===== config.mk =====
export PLATFORM = sky130hd
export DESIGN_NAME = chts_ram
export DESIGN_NICKNAME = d
export VERILOG_FILES = /design/src/rtl/core/chts_ram.sv
export SDC_FILE = /design/constraint.sdc
export NUM_CORES = 2
export LEC_CHECK = 0
export BUFFER_PORTS_ARGS = -buffer_cell sky130_fd_sc_hd__buf_4
export CAP_MARGIN = 20
export CELL_PAD_IN_SITES_DETAIL_PLACEMENT = 1
export CELL_PAD_IN_SITES_GLOBAL_PLACEMENT = 1
export CORE_ASPECT_RATIO = 2
export CORE_MARGIN = 2
export CORE_UTILIZATION = 51
export DETAILED_ROUTE_END_ITERATION = 12
export PLACE_DENSITY = 0.79
export SETUP_SLACK_MARGIN = 0.4
export SYNTH_ARGS = -nofsm -noshare
export SYNTH_HDL_FRONTEND = slang
export SYNTH_SLANG_ARGS = --single-unit

===== constraint.sdc =====
create_clock -name clk -period 3.65 [get_ports clk]
set_input_delay 0.1825 -clock clk [delete_from_list [all_inputs] [get_ports clk]]
set_output_delay 0.1825 -clock clk [all_outputs]
set_load 0.05 [all_outputs]

===== src/rtl/core/chts_ram.sv =====
`timescale 1ns / 1ps
`default_nettype none
// ----------------------------------------------------------------------------
// chts_ram - generic scratch RAM
// One write port, two registered read ports.
// ----------------------------------------------------------------------------
module chts_ram #(
  parameter int WIDTH = 64,
  parameter int DEPTH = 32
) (
  input  logic                     clk,
  input  logic                     we,
  input  logic [$clog2(DEPTH)-1:0] waddr,
  input  logic [WIDTH-1:0]         wdata,
  input  logic [$clog2(DEPTH)-1:0] raddr_a,
  output logic [WIDTH-1:0]         rdata_a,
  input  logic [$clog2(DEPTH)-1:0] raddr_b,
  output logic [WIDTH-1:0]         rdata_b
);

  logic [WIDTH-1:0] mem [DEPTH];

  always_ff @(posedge clk) begin
    if (we) begin
      mem[waddr] <= wdata;
    end
    rdata_a <= mem[raddr_a];
    rdata_b <= mem[raddr_b];
  end

endmodule
`default_nettype wire


* Word-level counts from Yosys, hierarchy flattened
Memories as Yosys holds them, arrays and structs flattened. A register that Yosys moved wholly into a read port is not among the register bits. Cells that the tools add are included.
Word-level totals: register bits 0, latch bits 0, RAM bits 2048, ROM bits 0, output and inout bits 128, memories 1
Operators by class: add/subtract/negate cells 0, multipliers 0, div/mod/pow operators 0, magnitude comparators 0, eq/ne operators 0, shift operators 0, multiplexer cells 2, bitwise logic cells 0, reductions and logical operators 0
Memory list:
- mem | depth 32, width 64, rd ports 2, clocked after Yosys merged registers in 2, write ports 1, RTL line 21 | logic [WIDTH-1:0] mem [DEPTH];
Operator list (number):
- 1-bit 2-to-1 mux | 2

* Logic depth before layout (Yosys ltp)
depth in word-level cells 2, mapped depth 9

* Least setup slack after synthesis
No wires, ideal clock.
path type input port to flip-flop, start input port waddr[1], end memory mem[12][0], enable pin, library setup time 486 ps, arrival 3518 ps, path slack -355 ps, stages on the path 3, buffers on the path 1, path through or3b_2 > clkbuf_1 > nor2_1
RTL lines:
- from (decl) | RTL line 13 | input logic [$clog2(DEPTH)-1:0] waddr,
- to (decl) | RTL line 21
Straight into the memory's write port.

==> impl_metrics.json <==
{
  "netlist_area_sq_um": 96700,
  "synth.yosys.warnings": 0,
  "clkSlewWorstSetupHoldPaths_ns": 0.07,
  "category_of_the_worst_setup_path_launch_point": "input pin",
  "syn_area_per_cell_sq_um": 21.8,
  "fmax_mhz": 391,
  "cp_max_fo": 34,
  "dpl_cell_area_sq_um": 103000,
  "final_cycle_utilization_of_the_critical_path_pct": 70.0,
  "remaining_drc_errors": 0,
  "finalInstanceArea_sq_um": 110000,
  "pwr-share-comb_pct": 9.6,
  "netlist_instances": 4441,
  "vias_in_the_first_global_route": 57900,
  "postSynth.asyncResetShare_pct": 0,
  "max_slew_margin_pct": 22.9,
  "cts_tree": "yes",
  "reg2regPathDepth": 4,
  "worst_hold_path.endpoint": "mem[17][45]$_DFFE_PP_",
  "worst-slew-pin-transition_ns": 1.15,
  "rsz0062_at_grt": "false",
  "hold_path.class": "in -> reg",
  "worst-endpoint-required_ns": 4.32,
  "period_minus_slack_ns": 2.55,
  "p_leak_uw": 0.0353,
  "layout.nets": 4859,
  "insertion_delay_ns": 0.86,
  "route.detailed.vias_per_inst": 7.28,
  "numClockSinks": 2176,
  "drt_iter0_markers": 7806,
  "outcome": "completed",
  "via_count": 54200,
  "number_of_primary_i_o_pins": 209,
  "synth-seq-area-share_pct": 66.3,
  "skew_ns": 0.0391,
  "post_synth_num_cell_types": 39,
  "global_route_wire_length_before_repair_um": 437000,
  "grt_start_max_net_pins": 98,
  "syn_nets": 4522,
  "max-clock-path-buffers": 4,
  "share_seq_of_total_power_pct": 51.3,
  "number_of_buffer_cells_added_on_primary_ports": 208,
  "worstPathArrival_ns": 3.23,
  "setup_viol": 0,
  "internal_power_uw": 41800,
  "residual_antenna_violating_net_count_after_detailed_routing": 0,
  "timing.critical_path.to_type": "flop",
  "tritoncts.num_buffers": 193,
  "hold_start": "waddr[3]",
  "core_area_sq_um": 189000,
  "hold_depth": 3,
  "root_cell_of_the_clock_tree": "sky130_fd_sc_hd__clkbuf_16",
  "hold_viol_final": 0,
  "drt_wl_total_um": 306000,
  "chipHeight_um": 620,
  "global_route.usage.total_pct": 31.8,
  "area_growth_pct": 13.7,
  "place.gp.congestion": 0.821,
  "ys_seq_elements": 2176,
  "final.hold.worst_slack_ns": 0.0390,
  "htree_depth": 4,
  "critPathLaunch": "raddr_b[4]",
  "antenna_found_initial": 16,
  "layout_common_cells": "sky130_fd_sc_hd__edfxtp_1 (2,048), sky130_fd_sc_hd__mux4_2 (1,039), sky130_fd_sc_hd__mux2i_1 (362)",
  "pwr_per_cell_area_nw_per_um2": 498,
  "std_cell_rows": 226,
  "drive_above_1_share_pct": 37.8,
  "dieWidth_um": 312,
  "initial_standard_cell_utilization_of_the_core_pct": 51.2,
  "r2r_end": "rdata_a[42]$_DFF_P_",
  "fp.dieArea_sq_um": 193000,
  "avgRoutedWirePerCell_um": 41.1,
  "rr_startpoint": "mem[15][42]$_DFFE_PP_",
  "synth_flop_cell": "sky130_fd_sc_hd__edfxtp_1",
  "drv_slew": 0,
  "switching_share_pct": 23.6,
  "r2r_setup_slack_ns": 1.74,
  "edff_count_synth": 2048,
  "power.switching_uw": 12900,
  "place_hpwl_um": 174000,
  "grt-ovfl-total": 0,
  "path_class": "in -> reg",
  "detailedRoute.firstPassIterationCount": 5,
  "max-cap-violations": 0,
  "clock_power_share_pct": 39.2,
  "layout_commonest_cell": "sky130_fd_sc_hd__edfxtp_1",
  "power.ir.vdd_worst_mv": 0.571
}
## how the worst max path moves through the flow
stage	end	slack, ns	depth (start not counted)
after detailed placement	rdata_b[21]$_DFF_P_	0.86	5
after global routing	rdata_b[33]$_DFF_P_	1.16	6
after floorplan	mem[12][0]$_DFFE_PP_	-0.35	3
after CTS	rdata_b[33]$_DFF_P_	1.24	6
after global placement	rdata_b[21]$_DFF_P_	0.93	5
final	rdata_b[33]$_DFF_P_	1.10	6
## layer usage
metal	global-route usage (%)	part of all wire, %
met2	51.9	49
met3	6.59	11
met4	13.9	4.9
met1	41.8	34
met5	0	0.017
## worst max-delay path: stages
cell,delay (ns)
sky130_fd_sc_hd__dlygate4sd3_1,0.56
sky130_fd_sc_hd__buf_6,0.38
sky130_fd_sc_hd__nor2b_4,1.00
sky130_fd_sc_hd__buf_4,0.54
sky130_fd_sc_hd__a32o_1,0.31
sky130_fd_sc_hd__a221oi_1,0.10
## power by group through the flow
stage,registers [uW],clock network [uW],logic (uW)
floorplan,29100,0,2650
global placement,28500,0,4980
detailed placement,28600,0,5120
CTS,28100,21600,5230
global route,28100,22300,5460
finish,28100,21400,5250
## registers in the layout, indices dropped and copies added (netlist names)
register  count
rdata_a      64
mem        2048
rdata_b      64
## logic make-up after synthesis
kind of cell	count (synthesis)	share of synthesized area, %
multiplexers	1457	28.6
AO/OA/AOI/OAI	276	2.37
buffers and inverters	348	1.89
flip-flops	2176	66.3
AND/OR/NAND/NOR	184	0.857
## timing repair
action / 4_1_cts / 5_1_grt
setup buffers: 0 / 0
resized for setup: 0 / 0
hold buffers: 66 / 0
hold endpoints to repair: 2057 / 0
## through the flow
step / util [%] / total power, uW / setup WS, ns / std cells / TNS [ns]
3_5_place_dp: 54.4 / 33700 / 0.860 / 7025 / 0
2_1_floorplan: - / 31700 / -0.355 / 4441 / -266.18
5_1_grt: 58.2 / 55900 / 1.16 / 7445 / 0
4_1_cts: 58.1 / 54900 / 1.24 / 7442 / 0
3_3_place_gp: 54.4 / 33500 / 0.927 / 7025 / 0
6_report: 58.2 / 54800 / 1.10 / 7453 / 0
## synth_stat cells (5+ instances only)
| library cell | n | area share (%) |
|---|---|---|
| sky130_fd_sc_hd__a211oi_1 | 6 | 0.047 |
| sky130_fd_sc_hd__mux2i_1 | 362 | 3.7 |
| sky130_fd_sc_hd__a32o_1 | 38 | 0.39 |
| sky130_fd_sc_hd__a22o_1 | 33 | 0.30 |
| sky130_fd_sc_hd__buf_1 | 41 | 0.16 |
| sky130_fd_sc_hd__o22ai_1 | 38 | 0.25 |
| sky130_fd_sc_hd__mux4_2 | 1039 | 24 |
| sky130_fd_sc_hd__nor2_1 | 46 | 0.18 |
| sky130_fd_sc_hd__buf_4 | 75 | 0.58 |
| sky130_fd_sc_hd__o21a_1 | 22 | 0.17 |
| sky130_fd_sc_hd__buf_2 | 129 | 0.67 |
| sky130_fd_sc_hd__a22oi_1 | 18 | 0.14 |
| sky130_fd_sc_hd__mux2_2 | 56 | 0.65 |
| sky130_fd_sc_hd__edfxtp_1 | 2048 | 64 |
| sky130_fd_sc_hd__nor2b_1 | 19 | 0.12 |
| sky130_fd_sc_hd__nand3b_1 | 5 | 0.039 |
| sky130_fd_sc_hd__nand2_1 | 87 | 0.34 |
| sky130_fd_sc_hd__a221oi_1 | 93 | 0.84 |
| sky130_fd_sc_hd__buf_6 | 10 | 0.12 |
| sky130_fd_sc_hd__dfxtp_1 | 128 | 2.7 |
| sky130_fd_sc_hd__clkbuf_1 | 92 | 0.36 |
## cell type report
class | instances | area (sq um)
diodes | 11 | 27.5
clock buffers | 237 | 5130
clock inverters | 114 | 1350
fillers | 15800 | 79000
inverters | 1 | 11.3
multi-input cells | 1917 | 31100
flip-flops and latches | 2176 | 64100
well taps | 2508 | 3140
repair buffers | 489 | 5060
No activity file was read; power rests on OpenSTA's default activity.
